$ cat src/hw/rtl/assert_macros.svh
// Assertion macros shared by the RTL of the text terminal writer.
// No dependencies; included by files that carry concurrent assertions.
`ifndef ASSERT_MACROS_SVH
`define ASSERT_MACROS_SVH
`ifndef SYNTHESIS
`define ASSERT_CLK(label, clk, rst_n, prop, msg) \
  label: assert property (@(posedge clk) disable iff (!rst_n) (prop)) else $error(msg);
`define ASSERT_NEVER(label, clk, rst_n, expr, msg) \
  label: assert property (@(posedge clk) disable iff (!rst_n) !(expr)) else $error(msg);
`else
`define ASSERT_CLK(label, clk, rst_n, prop, msg)
`define ASSERT_NEVER(label, clk, rst_n, expr, msg)
`endif
`endif

$ cat src/hw/rtl/ttw_pkg.sv
// Package for the text terminal writer: geometry, opcodes, control word types,
// microcode ROM and dispatch. No dependencies.
package ttw_pkg;

  localparam int COLUMNS = 80;
  localparam int ROWS    = 25;
  localparam int CELLS   = ROWS * COLUMNS;
  localparam int ADDR_W  = $clog2(CELLS);
  localparam int ROW_W   = 5;
  localparam int COL_W   = 7;
  localparam int UPC_W   = 4;

  localparam logic [7:0] COLOR_RESET  = 8'h0F;
  localparam logic [7:0] BLANK_CHAR   = 8'h20;
  localparam logic [7:0] NEWLINE_CHAR = 8'h0A;

  localparam logic [ADDR_W-1:0] PTR_COPY_LAST = ADDR_W'(CELLS - COLUMNS - 1);
  localparam logic [ADDR_W-1:0] PTR_LAST      = ADDR_W'(CELLS - 1);

  typedef enum logic [1:0] {
    OP_PUT   = 2'd0,
    OP_CLEAR = 2'd1,
    OP_READ  = 2'd2,
    OP_NOP   = 2'd3
  } opcode_e;

  typedef enum logic [1:0] {
    WR_NONE  = 2'd0,
    WR_CHAR  = 2'd1,
    WR_BLANK = 2'd2
  } wr_sel_e;

  typedef enum logic {
    RD_CELL   = 1'b0,
    RD_SCROLL = 1'b1
  } rd_sel_e;

  typedef enum logic [1:0] {
    PTR_HOLD = 2'd0,
    PTR_ZERO = 2'd1,
    PTR_INC  = 2'd2
  } ptr_op_e;

  typedef enum logic [1:0] {
    CUR_HOLD    = 2'd0,
    CUR_HOME    = 2'd1,
    CUR_COL_INC = 2'd2,
    CUR_NEWLINE = 2'd3
  } cur_op_e;

  typedef enum logic [2:0] {
    COND_NONE          = 3'd0,
    COND_ALWAYS        = 3'd1,
    COND_START         = 3'd2,
    COND_COL_NOT_LAST  = 3'd3,
    COND_ROW_NOT_LAST  = 3'd4,
    COND_PTR_NOT_COPY  = 3'd5,
    COND_PTR_NOT_END   = 3'd6
  } cond_e;

  localparam logic [UPC_W-1:0] S_IDLE  = 4'd0;
  localparam logic [UPC_W-1:0] S_PUT   = 4'd1;
  localparam logic [UPC_W-1:0] S_ADV   = 4'd2;
  localparam logic [UPC_W-1:0] S_COPY  = 4'd3;
  localparam logic [UPC_W-1:0] S_FLUSH = 4'd4;
  localparam logic [UPC_W-1:0] S_BLANK = 4'd5;
  localparam logic [UPC_W-1:0] S_DONE  = 4'd6;
  localparam logic [UPC_W-1:0] S_CLEAR = 4'd7;
  localparam logic [UPC_W-1:0] S_READ  = 4'd8;

  typedef struct packed {
    wr_sel_e          wr;
    rd_sel_e          rd;
    logic             copy;
    ptr_op_e          ptr_op;
    cur_op_e          cur_op;
    cond_e            cond;
    logic [UPC_W-1:0] target;
    logic             done;
  } ucode_t;

  typedef struct packed {
    ucode_t uw;
    logic   accept;
  } ctrl_t;

  typedef struct packed {
    logic col_last;
    logic row_last;
    logic ptr_copy_end;
    logic ptr_end;
  } stat_t;

  function automatic ucode_t ucode_rom(input logic [UPC_W-1:0] upc);
    ucode_t w;
    w = '0;
    case (upc)
      S_IDLE: begin
        w.cond   = COND_START;
        w.target = S_IDLE;
      end
      S_PUT: begin
        w.wr     = WR_CHAR;
        w.cur_op = CUR_COL_INC;
        w.cond   = COND_COL_NOT_LAST;
        w.target = S_DONE;
      end
      S_ADV: begin
        w.cur_op = CUR_NEWLINE;
        w.ptr_op = PTR_ZERO;
        w.cond   = COND_ROW_NOT_LAST;
        w.target = S_DONE;
      end
      S_COPY: begin
        w.rd     = RD_SCROLL;
        w.copy   = 1'b1;
        w.ptr_op = PTR_INC;
        w.cond   = COND_PTR_NOT_COPY;
        w.target = S_COPY;
      end
      S_FLUSH: begin
        w.cond   = COND_NONE;
      end
      S_BLANK: begin
        w.wr     = WR_BLANK;
        w.ptr_op = PTR_INC;
        w.cond   = COND_PTR_NOT_END;
        w.target = S_BLANK;
      end
      S_DONE: begin
        w.done   = 1'b1;
        w.cond   = COND_START;
        w.target = S_IDLE;
      end
      S_CLEAR: begin
        w.cur_op = CUR_HOME;
        w.ptr_op = PTR_ZERO;
        w.cond   = COND_ALWAYS;
        w.target = S_BLANK;
      end
      S_READ: begin
        w.rd     = RD_CELL;
        w.cond   = COND_ALWAYS;
        w.target = S_DONE;
      end
      default: begin
        w.cond   = COND_ALWAYS;
        w.target = S_IDLE;
      end
    endcase
    return w;
  endfunction

  function automatic logic [UPC_W-1:0] dispatch(input logic [1:0] op, input logic [7:0] ch);
    logic [UPC_W-1:0] s;
    case (op)
      OP_PUT:   s = (ch == NEWLINE_CHAR) ? S_ADV : S_PUT;
      OP_CLEAR: s = S_CLEAR;
      OP_READ:  s = S_READ;
      default:  s = S_DONE;
    endcase
    return s;
  endfunction

endpackage

$ cat src/hw/rtl/ttw_useq.sv
// Microcode sequencer: step counter, control ROM lookup and conditional jumps.
// Depends on ttw_pkg.
module ttw_useq (
  input  logic           clk_i,
  input  logic           rst_ni,
  input  logic           start,
  input  logic [1:0]     opcode_i,
  input  logic [7:0]     char_code_i,
  input  ttw_pkg::stat_t stat_i,
  output ttw_pkg::ctrl_t ctrl_o,
  output logic           busy
);
  import ttw_pkg::*;

  logic [UPC_W-1:0] upc_q, upc_d, upc_inc;
  ucode_t           cw;

  assign cw      = ucode_rom(upc_q);
  assign upc_inc = upc_q + 1'b1;

  assign ctrl_o.uw     = cw;
  assign ctrl_o.accept = (cw.cond == COND_START) && start;
  assign busy          = (cw.cond != COND_START);

  always_comb begin
    case (cw.cond)
      COND_NONE:         upc_d = upc_inc;
      COND_ALWAYS:       upc_d = cw.target;
      COND_START:        upc_d = start ? dispatch(opcode_i, char_code_i) : cw.target;
      COND_COL_NOT_LAST: upc_d = stat_i.col_last ? upc_inc : cw.target;
      COND_ROW_NOT_LAST: upc_d = stat_i.row_last ? upc_inc : cw.target;
      COND_PTR_NOT_COPY: upc_d = stat_i.ptr_copy_end ? upc_inc : cw.target;
      COND_PTR_NOT_END:  upc_d = stat_i.ptr_end ? upc_inc : cw.target;
      default:           upc_d = S_IDLE;
    endcase
  end

  always_ff @(posedge clk_i or negedge rst_ni) begin
    if (!rst_ni) begin
      upc_q <= S_IDLE;
    end else begin
      upc_q <= upc_d;
    end
  end

endmodule

$ cat config.mk
export PLATFORM = sky130hd
export DESIGN_NAME = ttw_useq
export DESIGN_NICKNAME = d
export VERILOG_FILES = /design/src/hw/rtl/assert_macros.svh /design/src/hw/rtl/ttw_pkg.sv /design/src/hw/rtl/ttw_useq.sv
export SDC_FILE = /design/constraint.sdc
export NUM_CORES = 1
export LEC_CHECK = 0
export BUFFER_PORTS_ARGS = -buffer_cell sky130_fd_sc_hd__buf_2
export CORE_MARGIN = 4
export CORE_UTILIZATION = 50
export CTS_BUF_LIST = sky130_fd_sc_hd__clkbuf_2 sky130_fd_sc_hd__clkbuf_4 sky130_fd_sc_hd__clkbuf_8
export DETAILED_ROUTE_END_ITERATION = 12
export PLACE_DENSITY_LB_ADDON = 0.2
export SLEW_MARGIN = 10
export SYNTH_ARGS = -nofsm -noshare
export SYNTH_HDL_FRONTEND = slang
export SYNTH_SLANG_ARGS = --single-unit
$ cat constraint.sdc
create_clock -name clk_i -period 2.1 [get_ports clk_i]
set_input_delay 0.105 -clock clk_i [delete_from_list [all_inputs] [get_ports clk_i]]
set_output_delay 0.105 -clock clk_i [all_outputs]
set_load 0.05 [all_outputs]
After elaboration in Yosys (flattened, before gate mapping)
Cells that the tools add are included.
Storage, ports and cells
  flip-flop bits (word level): 4
  bits of input ports: 17
  output and inout port bits: 18
  word-level logic and storage cells: 44
Operators by class
  add/subtract/negate cells: 1
  equality and inequality tests: 18
  multiplexer cells: 15
  reductions and logical operators: 9
Operators with widths (number)
  $pmux W4 S7: 1
  $mux W4: 5
  $pmux W3 S6: 1
  $eq A4 B3 Y1 const B: 4
  $pmux W4 S3: 1
  $eq A3 B3 Y1 const B: 3
  $pmux W3 S3: 1
  $eq A4 B2 Y1 const B: 2
  $eq A8 B4 Y1 const B: 1
  $pmux W2 S2: 2
  $reduce_or A2 Y1: 4
  $eq A3 B2 Y1 const B: 2
  $pmux W2 S3: 1
  $add A4 B1 Y4 const B: 1
  $eq A4 B1 Y1 const B: 1
  $eq A4 B4 Y1 const B: 1
  $logic_not A4 Y1: 1
  $eq A3 B1 Y1 const B: 1
  $logic_not A3 Y1: 1
  $ne A3 B2 Y1 const B: 1
  $reduce_or A3 Y1: 1
  $eq A2 B1 Y1 const B: 1
  $eq A2 B2 Y1 const B: 1
  $logic_not A2 Y1: 1
  other kinds (3): 4

Logic depth before layout (Yosys ltp)
Gate-level depths: netlist of run 1.
  word-level depth: 5
  depth in mapped cells: 7
  depth with buffers taken out: 6

Worst setup path after synthesis of run 1
No wires, ideal clock.
  path kind: register to output
  start: register upc_q[0]
  end: output port ctrl_o[0] (netlist bit)
  arrival time: 3127 ps
  required time: 1995 ps
  path slack: -1132 ps
  cell stages (with the launch flop): 8
  buffers on the path: 1
  path through: dfrtp_1 inv_1 ha_1 clkbuf_1 nor2b_1 nor3_1 inv_1 a21oi_1
RTL lines
  start: declaration: RTL line ttw_useq.sv:15  | logic [UPC_W-1:0] upc_q, upc_d, upc_inc;
  start signal: assignment: RTL line ttw_useq.sv:42  | upc_q <= upc_d;
  end: declaration: RTL line ttw_useq.sv:10  | output ttw_pkg::ctrl_t ctrl_o,

Final worst setup path of run 1
  start: register upc_q[1]
  end: register upc_q[0]
Between the ends
  word-level cells in the longest chain between the ends: 5
Ends and longest elaborated chain
  $eq A4 B3 Y1 (tied with other cells): RTL line ttw_pkg.sv:97  | case (upc)
  $reduce_or A2 Y1 (no line) / $reduce_or A3 Y1 (equally long branches)
  $pmux W3 S6 / $pmux W3 S3 (equally long branches): RTL line ttw_pkg.sv:97
  $eq A3 B3 Y1 (tied with other cells): RTL line ttw_useq.sv:26  | case (cw.cond)
  $pmux W4 S7 *: RTL line ttw_useq.sv:26
  via upc_d[0]: RTL line ttw_useq.sv:15
Mark *: on every way through the listed nets, which the timed path passes. The rest lies on a longest branch.

==> out/qor.yml, run 1 <==
ys_types: 48
root_buffer: "clkbuf_4"
relSlewSlack_pct: 60.6
rr_startpoint: "upc_q[1]"
io_buffers: 33
rsz0062_at_grt: "yes"
drc: 0
clkLatencyLatePin_ns: 0.25
slowest_delay_ns: 0.53
n_antenna_cell: 0
die_area_mm2: 0.00243
critPathSlowestCell: "or4b_4"
met3_usage_pct: 0.917
die_y_um: 49.3
worst_pin_slew_ns: 0.590
initial_core_util_pct: 54.7
min_from: "opcode_i[1]"
use_met2_pct: 40.0
grt_first_pass_wirelength_um: 4530
min_period_ns: 2.13
met1_usage_pct: 29.3
wl_um: 3080
crit_path_max_fanout: 5
avgSynthCellArea_um2: 7.16
synthesis.nets: 140
grt_pass1_vias: 1040
fmax_mhz: 469
hold_class: "input port to register"
crit_path_start_kind: "register"
setup_viol: 1
dp_hpwl_um: 2150
path_cells: "ha_2, buf_6, or4b_4, a221oi_4, a211oi_2, o211ai_1"
period_share_pct: 102
startpoint: "upc_q[1]"
drive_gt1_share_pct: 48.1
grt_max_degree: 17
clkSinkCount: 4
via_per_inst: 6.40
area_delta_synth_final_pct: 46.5
yosys_warnings: 0
syn_area_um2: 852
violations: "negative setup slack"
clk_pin_slew_worst_paths_ns: 0.04
fin_nets: 183
cp-end-kind: "register"
synthFlopType: "dfrtp_1"
dr_total_vias: 1127
finalClockSkew_ns: 0.0112
yosysSeqAreaShare_pct: 11.7
grt_usage_pct: 23.2
max_flop_register: "upc_q"
dieWidth_um: 49.3
cts.path.max_buffers: 2
largest_reg_flops: 4
maxSlewViolCount: 0
ioPinCount: 35
reg2regPathDepth: 6
ys_ff_latch: 4
cts_tree: "built"
antenna_found_initial: 0
fin_ws_ns: -0.0331
firstDrtPassIters: 4
drtIter0Drc: 42
synth_edf_count: 0
cts-buffers-inserted: 3
hold_viol: 0
worstPathRequired_ns: 2.25
crit_type: "register to register"
netlist_instances: 119
async_flop_share_pct: 100
ant_nets: 0
overflow: 0
holdPathStages: 3
drv_cap: 0
rows: 14
gp_congestion: 0.887
routedWlPerCell_um: 17.5
coreArea_mm2: 0.00156
largest_registers: "upc_q x4"
outcome: "complete, but fails checks"
finalSetupTns_ns: -0.0331
crit_arrival_ns: 2.28
htree_levels: 1
grt-busiest-layer: "met2"
## placed cells by master (no fill, tap or decap), drive strengths merged, types with 4 or more instances in the layout
master,netlist,layout
inv,11,11
ha,4,4
a21oi,9,9
o21ai,4,4
buf,9,48
a211oi,4,4
nor3,4,4
nor2,10,10
nand2b,5,5
or2,5,5
dfrtp,4,4
## worst paths after layout
check	to	slack, ns
min in group asynchronous	upc_q[1]	0.19
max in group asynchronous	upc_q[3]	1.78
setup reg to reg	upc_q[0]	-0.03
hold reg to reg	upc_q[0]	0.74
hold / removal	upc_q[3]	0.14
setup / recovery	upc_q[0]	-0.03
## synth_stat cells, drive strengths merged (2+ instances only)
cell type,count,area (um^2)
or4bb,2,22.5
a211oi,4,30.0
clkbuf,2,7.51
o31ai,3,22.5
ha,4,50.1
buf,9,48.8
inv,11,41.3
o21ai,4,20.0
or4b,2,23.8
and2,2,12.5
nand2b,5,31.3
o221ai,2,23.8
nand3,2,10.0
nor3,4,20.0
dfrtp,4,100
or2,5,31.3
o22ai,3,18.8
a21oi,9,45.0
a2111oi,2,23.8
nand2,3,11.3
a32oi,2,17.5
nor2b,3,18.8
nor4,2,12.5
nand3b,3,22.5
nor2,10,37.5
## routing by layer
layer,vias to the layer above,share of wire [%]
met5,-,0
met4,0,2.9
met3,11,6.9
met2,64,51
met1,523,39
li1,529,-
## logic make-up after synthesis
kind of cell	synth area share, %
multiplexers	1.17
buffers and inverters	11.5
AND/OR/NAND/NOR	35.7
adder cells (fa/ha/maj)	5.87
AO/OA/AOI/OAI	32.6
other	0.440
XOR/XNOR	1.03
flip-flops	11.7
## critical path, delay by kind of cell, from the launching register on
family          cells  cell delay (ns)
simple gates        1             0.53
compound gates      3             0.69
fa+ha+maj           1             0.24
flops               1             0.44
buf+inv             1             0.13
## timing repair
item	in CTS	in global routing
buffers inserted	0	1
setup endpoints to repair	3	6
pin swaps	0	4
gates cloned	0	1
gates resized for setup	9	13
endpoints found under the hold margin	4	0
hold buffers	1	0
## metrics by stage
stage	area, um^2	instances	worst slack, ns	hold WS (ns)	util, %
after floorplan	881	119	-0.0356	-0.191	-
after global routing	1250	176	-0.0670	0.152	80.1
final	1250	176	-0.0331	0.144	80.1
after global placement	1110	170	0.0998	-0.0911	71.0
after CTS	1170	174	-0.00509	0.134	75.0
after detailed placement	1110	170	0.0342	-0.0853	71.0
## area by class of cell
type / instances / area, um^2
repair buffers: 49 / 302
well taps: 16 / 20.0
multi-input cells: 93 / 763
fillers: 115 / 310
inverters: 11 / 41.3
clock buffers: 3 / 22.5
flip-flops and latches: 4 / 100
Power of run 1 is not shown: default switching activity piles up to over one toggle a cycle in this logic, so the estimate is an artifact.
==> run 2: changes to the inputs <==
--- a/config.mk
+++ b/config.mk
@@ -11,6 +11,7 @@
 export CTS_BUF_LIST = sky130_fd_sc_hd__clkbuf_2 sky130_fd_sc_hd__clkbuf_4 sky130_fd_sc_hd__clkbuf_8
 export DETAILED_ROUTE_END_ITERATION = 12
 export PLACE_DENSITY_LB_ADDON = 0.2
+export SKIP_CTS_REPAIR_TIMING = 1
 export SLEW_MARGIN = 10
 export SYNTH_ARGS = -nofsm -noshare
 export SYNTH_HDL_FRONTEND = slang
==> run 2 against run 1 <==
  * The run now ends clean
  * Die area is the same
  * Fmax is 2.2% higher
  * Critical path depth rose by 1
  * Sequential share of layout area increased by 0.31 points
  * Count of clock-buffer cells in the layout did not move
  * Critical endpoint is now ctrl_o[0]
==> out/qor.yml, run 2 (synthesized netlist as in run 1, its figures left out) <==
detailed_place.area_mm2: 0.00111  # unchanged
relSlewSlack_pct: 61.2  # was 60.6%
final_common_cell: "buf_2"  # unchanged
rr_startpoint: "upc_q[0]"  # was upc_q[1]
ioPinCount: 35  # unchanged
maxSlewViolCount: 0  # unchanged
fmax_mhz: 479  # was 469 MHz
finalSetupTns_ns: 0  # was -0.0331 ns
drc: 0  # unchanged
cts-buffers-inserted: 3  # unchanged
crit_arrival_ns: 1.98  # was 2.28 ns
critPathSlowestCell: "or4b_4"  # unchanged
dp_slack_ns: 0.0342  # unchanged
r2r_end: "upc_q[1]"  # was upc_q[0]
min_period_ns: 2.09  # was 2.13 ns
crit_end: "ctrl_o[0]"  # was upc_q[0]
crit_path_start_kind: "register"  # unchanged
die_y_um: 49.3  # unchanged
slowest_delay_ns: 0.51  # was 0.53 ns
routedWlPerCell_um: 16.4  # was 17.5 um
hold_class: "input port to register"  # unchanged
gp_congestion: 0.887  # unchanged
grt_first_pass_wirelength_um: 4490  # was 4530 um
grt_max_degree: 17  # unchanged
holdPathStages: 3  # unchanged
area_delta_synth_final_pct: 41.1  # was 46.5%
dp_hpwl_um: 2150  # unchanged
hold_viol: 0  # unchanged
finalClockSkew_ns: 0.00937  # was 0.0112 ns
wl_um: 2860  # was 3080 um
firstDrtPassIters: 4  # unchanged
initial_core_util_pct: 54.7  # unchanged
dr_total_vias: 1079  # was 1127
ant_nets: 0  # unchanged
coreArea_mm2: 0.00156  # unchanged
htree_levels: 1  # unchanged
max_flop_register: "upc_q"  # unchanged
clkLatencyLatePin_ns: 0.25  # about the same
overflow: 0  # unchanged
cp-end-kind: "output port"  # was register
largest_registers: "upc_q x4"  # unchanged
whs_ns: 0.142  # was 0.144 ns
reg2regPathDepth: 6  # unchanged
reg2reg_slack_ns: 0.09  # was -0.03 ns
worstPathRequired_ns: 2.00  # was 2.25 ns
fin_nets: 181  # was 183
cts.path.max_buffers: 2  # unchanged
layout_common_cells: "31 x buf_2, 13 x buf_4, 10 x nor2_1"  # was 32 x buf_2, 13 x buf_4, 10 x nor2_1
grt_pass1_vias: 1026  # was 1040
drtIter0Drc: 42  # unchanged
crit_top_cell: "a21oi_4"
via_per_inst: 6.20  # was 6.40
crit_path_max_fanout: 5  # unchanged
clk_pin_slew_worst_paths_ns: 0.04  # about the same
fin_area_mm2: 0.00120  # was 0.00125 mm^2
rsz0062_at_grt: "yes"  # unchanged
io_buffers: 33  # unchanged
period_share_pct: 99.4  # was 102%
n_antenna_cell: 0  # unchanged
cts_tree: "built"  # unchanged
drv_cap: 0  # unchanged
drive_gt1_share_pct: 45.6  # was 48.1%
crit_type: "register to output port"  # was register to register
largest_reg_flops: 4  # unchanged
grt_usage_pct: 23.1  # was 23.2%
root_buffer: "clkbuf_4"  # unchanged
fin_ws_ns: 0.0125  # was -0.0331 ns
dieWidth_um: 49.3  # unchanged
rows: 14  # unchanged
antenna_found_initial: 0  # unchanged
path_cells: "inv_1, ha_2, or4b_4, a21oi_4, inv_2, a21oi_4, buf_6"  # was ha_2, buf_6, or4b_4, a221oi_4, a211oi_2, o211ai_1
die_area_mm2: 0.00243  # unchanged
worst_pin_slew_ns: 0.582  # was 0.590 ns
startpoint: "upc_q[1]"  # unchanged
outcome: "finished, final reports clean"  # was complete, but fails checks
setup_viol: 0  # was 1
clkSinkCount: 4  # unchanged
run 2: cell count changes in the layout (fill, tap and decap cells not counted), sizes merged:
cell	change
buf	-2
run 2: worst min path at each step:
stage                    end        start
floorplan           upc_q[0]       rst_ni
global placement    upc_q[2]       rst_ni
detailed placement  upc_q[2]       rst_ni
CTS                 upc_q[1]       rst_ni
global route        upc_q[3]  opcode_i[1]
finish              upc_q[3]  opcode_i[1]
run 2: critical path, delay by kind of cell (launching register included):
kind / cells / cell delay (ns)
AND/OR/NAND/NOR: 1 / 0.51
buffers and inverters: 3 / 0.32
flip-flops: 1 / 0.42
AO/OA/AOI/OAI: 2 / 0.25
adder cells (fa/ha/maj): 1 / 0.22
run 2: per-layer routing:
metal  up-vias  wire (um)  track usage [%]
li1        524          -                -
met1       482       1110             28.8
met2        62       1420             40.0
met3        11        240            0.917
met4         0         81             11.4
met5         -          0                0
run 2: per-stage QoR:
step / util, % / instances
global route: 77.1 / 174
floorplan: - / 119
detailed placement: 71.0 / 170
global placement: 71.0 / 170
CTS: 72.5 / 173
finish: 77.1 / 174
run 2: area by class of cell:
cell class              count  area [um^2]
multi-input cells          93          733
repair buffers             47          285
fillers                   124          357
flip-flops and latches      4          100
inverters                  11         41.3
clock buffers               3         22.5
well taps                  16         20.0
Power of run 2 is left out for the same reason.
==> run 3: changes to the inputs <==
--- a/config.mk
+++ b/config.mk
@@ -5,11 +5,12 @@
 export SDC_FILE = /design/constraint.sdc
 export NUM_CORES = 1
 export LEC_CHECK = 0
-export BUFFER_PORTS_ARGS = -buffer_cell sky130_fd_sc_hd__buf_2
 export CORE_MARGIN = 4
-export CORE_UTILIZATION = 50
+export CORE_UTILIZATION = 65
 export CTS_BUF_LIST = sky130_fd_sc_hd__clkbuf_2 sky130_fd_sc_hd__clkbuf_4 sky130_fd_sc_hd__clkbuf_8
 export DETAILED_ROUTE_END_ITERATION = 12
+export DONT_BUFFER_PORTS = 1
+export GPL_TIMING_DRIVEN = 0
 export PLACE_DENSITY_LB_ADDON = 0.2
 export SKIP_CTS_REPAIR_TIMING = 1
 export SLEW_MARGIN = 10
==> run 3 against run 2 <==
  * The flow now stops in global routing (5_1_grt)
  * Synthesized area did not move
  * Synthesized cell count unchanged
==> out/qor.yml, run 3 <==
synth_area_leaders: "dfrtp_1 12%, ha_1 5.9%, a21oi_1 5.3%, inv_1 4.8%, nor2_1 4.4%"  # unchanged
worst-ep-kind: "primary output"
yosys-top-cells-count: "11 x inv_1, 10 x nor2_1, 9 x a21oi_1"  # unchanged
synth-simple-area-share_pct: 35.7  # unchanged
syn_area_um2: 852  # unchanged
io_buffers: 0  # was 33
netlist.area_leader.share_pct: 11.7  # unchanged
die_y_um: 44.2  # was 49.3 um
detailed_place.area_um2: 903  # was 0.00111 mm^2
rows: 12  # was 14
antenna_found_initial: 1
yosysMostFrequentCell: "inv_1"  # unchanged
async_flop_share_pct: 100  # unchanged
ioPinCount: 35  # unchanged
synthesis.nets: 140  # unchanged
synth_edf_count: 0  # unchanged
root_buffer: "clkbuf_4"  # unchanged
gp_congestion: 0.915  # was 0.887
error: "[ERROR DPL-0038] Utilization greater than 100%, impossible to legalize"
ys_types: 48  # unchanged
dp_hpwl_um: 1870  # was 2150 um
outcome: "aborted with a tool error"  # was finished, final reports clean
synthFlopType: "dfrtp_1"  # unchanged
cts-buffers-inserted: 3  # unchanged
stop_stage: "global routing (5_1_grt)"
ys_ff_latch: 4  # unchanged
netlist_instances: 119  # unchanged
synth_top_family_by_area: "simple AND/OR/NAND/NOR gates"  # unchanged
cts.path.max_buffers: 2  # unchanged
grt_max_degree: 11
clkSinkCount: 4  # unchanged
yosysTopAreaCell: "dfrtp_1"  # unchanged
initial_core_util_pct: 72.8  # was 54.7%
dieWidth_um: 44.2  # was 49.3 um
htree_levels: 1  # unchanged
yosysSeqAreaShare_pct: 11.7  # unchanged
synth_xor_area_share_pct: 1.03  # unchanged
crit_endpoint: "ctrl_o[9]"
muxShareOfSynthArea_pct: 1.17  # unchanged
avgSynthCellArea_um2: 7.16  # unchanged
yosys.area_share.adder_pct: 5.87  # unchanged
synth-compound-area-share_pct: 32.6  # unchanged
yosys_warnings: 0  # unchanged
-- run 3: cells by family after synthesis --
kind of cell	count (synthesis)
other cells	1
fa+ha+maj	4
compound gates	37
mux	1
xor+xnor	1
buf+inv	22
flops	4
simple gates	49
-- run 3: stage by stage --
stage	setup TNS [ns]	hold WS [ns]	cells	utilization [%]	worst slack, ns
3_3_place_gp	-0.680	-0.191	133	76.7	-0.240
3_5_place_dp	-0.759	-0.191	133	77.1	-0.272
2_1_floorplan	-0.0356	-0.191	119	-	-0.0356
4_1_cts	-2.93	-0.437	136	79.1	-0.548
==> run 4: changes to the inputs <==
--- a/config.mk
+++ b/config.mk
@@ -5,13 +5,12 @@
 export SDC_FILE = /design/constraint.sdc
 export NUM_CORES = 1
 export LEC_CHECK = 0
-export CORE_MARGIN = 4
-export CORE_UTILIZATION = 65
-export CTS_BUF_LIST = sky130_fd_sc_hd__clkbuf_2 sky130_fd_sc_hd__clkbuf_4 sky130_fd_sc_hd__clkbuf_8
+export CORE_AREA = 4 4 65 67
 export DETAILED_ROUTE_END_ITERATION = 12
+export DIE_AREA = 0 0 69 71
 export DONT_BUFFER_PORTS = 1
 export GPL_TIMING_DRIVEN = 0
-export PLACE_DENSITY_LB_ADDON = 0.2
+export PLACE_DENSITY_LB_ADDON = 0.15
 export SKIP_CTS_REPAIR_TIMING = 1
 export SLEW_MARGIN = 10
 export SYNTH_ARGS = -nofsm -noshare
==> run 4 against run 3 <==
  * The flow now finishes, with violations (negative setup slack)
==> out/qor.yml, run 4 (synthesized netlist as in run 1, its figures left out) <==
outcome: "complete, but fails checks"  # was aborted with a tool error
violations: "negative setup slack"
overflow: 0
ant_nets: 0
initial_core_util_pct: 23.5  # was 72.8%
htree_levels: 1  # unchanged
setup_viol: 2
largest_reg_flops: 4
drive_gt1_share_pct: 42.6
critPathSlowestCell: "or4b_4"
area_delta_synth_final_pct: 40.7
wl_um: 3150
crit_type: "register to output port"
relSlewSlack_pct: 40.4
crit_arrival_ns: 2.17
grt_pass1_vias: 942
coreArea_mm2: 0.00363
cp-end-kind: "output port"
dieWidth_um: 69  # was 44.2 um
worst_pin_slew_ns: 0.891
final_cell_count_no_fill: 177
clkLatencyLatePin_ns: 0.22
crit_path_max_fanout: 8
grt_first_pass_wirelength_um: 4810
die_y_um: 71  # was 44.2 um
fin_ws_ns: -0.177
die_area_mm2: 0.00490
via_per_inst: 5.52
startpoint: "upc_q[1]"
finalClockSkew_ns: 0.00277
dp_cells: 167  # was 133
dp_hpwl_um: 2340  # was 1870 um
firstDrtPassIters: 4
fmax_mhz: 439
min_period_ns: 2.28
io_buffers: 0  # unchanged
crit_top_cell: "a21oi_4"
cts-buffers-inserted: 3  # unchanged
root_buffer: "clkbuf_8"  # was clkbuf_4
finalSetupTns_ns: -0.308
drv_cap: 0
grt_max_degree: 11
dr_total_vias: 977
path_cells: "ha_4, or4b_4, a21oi_4, inv_4, a21oi_4"
cp_num_buf_inv: 1
max_flop_register: "upc_q"
n_antenna_cell: 0
crit_family: "simple AND/OR/NAND/NOR gates"
clkSinkCount: 4  # unchanged
rr_startpoint: "upc_q[0]"
maxSlewViolCount: 0
gp_congestion: 0.881  # was 0.915
min_from: "opcode_i[1]"
hold_class: "input port to register"
antenna_found_initial: 0
hold_viol: 0
rows: 22  # was 12
cts.path.max_buffers: 2  # unchanged
worstPathRequired_ns: 2.00
layout_common_cells: "9 x buf_4, 7 x nor2_1, 7 x inv_1"
crit_path_start_kind: "register"
drtIter0Drc: 67
fin_nets: 152
grt_usage_pct: 12.2
cts_tree: "built"
routedWlPerCell_um: 17.8
drc: 0
period_share_pct: 108
slowest_delay_ns: 0.58
largest_registers: "upc_q x4"
whs_ns: 0.0629
rsz0062_at_grt: "yes"
final_common_cell: "buf_4"
ioPinCount: 35  # unchanged
clk_pin_slew_worst_paths_ns: 0.03
-- run 4: worst paths after layout --
kind                       slack, ns   endpoint  cells after the start
max                            -0.18  ctrl_o[0]                      5
min                             0.06   upc_q[3]                      2
max reg2reg                     0.07   upc_q[2]                      8
min reg2reg                     0.74   upc_q[0]                      2
max in group asynchronous       1.76   upc_q[0]                      1
min in group asynchronous       0.16   upc_q[2]                      1
-- run 4: cell type report --
class / instances / area [um^2]
Clock buffer: 3 / 41.3
Timing Repair Buffer: 8 / 62.6
Multi-Input combinational cell: 93 / 792
Sequential cell: 4 / 103
Inverter: 11 / 48.8
Buffer: 10 / 91.3
Tap cell: 48 / 60.1
Fill cell: 416 / 2430
-- run 4: through the flow --
stage,setup slack [ns],util [%],area (um^2)
2_1_floorplan,-0.0356,-,881
3_3_place_gp,-0.376,25.9,941
3_5_place_dp,-0.350,26.0,946
4_1_cts,-0.596,27.2,987
5_1_grt,-0.247,33.0,1200
6_report,-0.177,33.0,1200
-- run 4: metal layers --
layer,track usage (%),vias up,share of wire [%]
met5,0,-,0
met4,3.69,0,1.7
met3,2.70,5,7.0
met2,18.4,47,46
li1,-,465,-
met1,17.2,460,45
Power of run 4 is left out for the same reason.
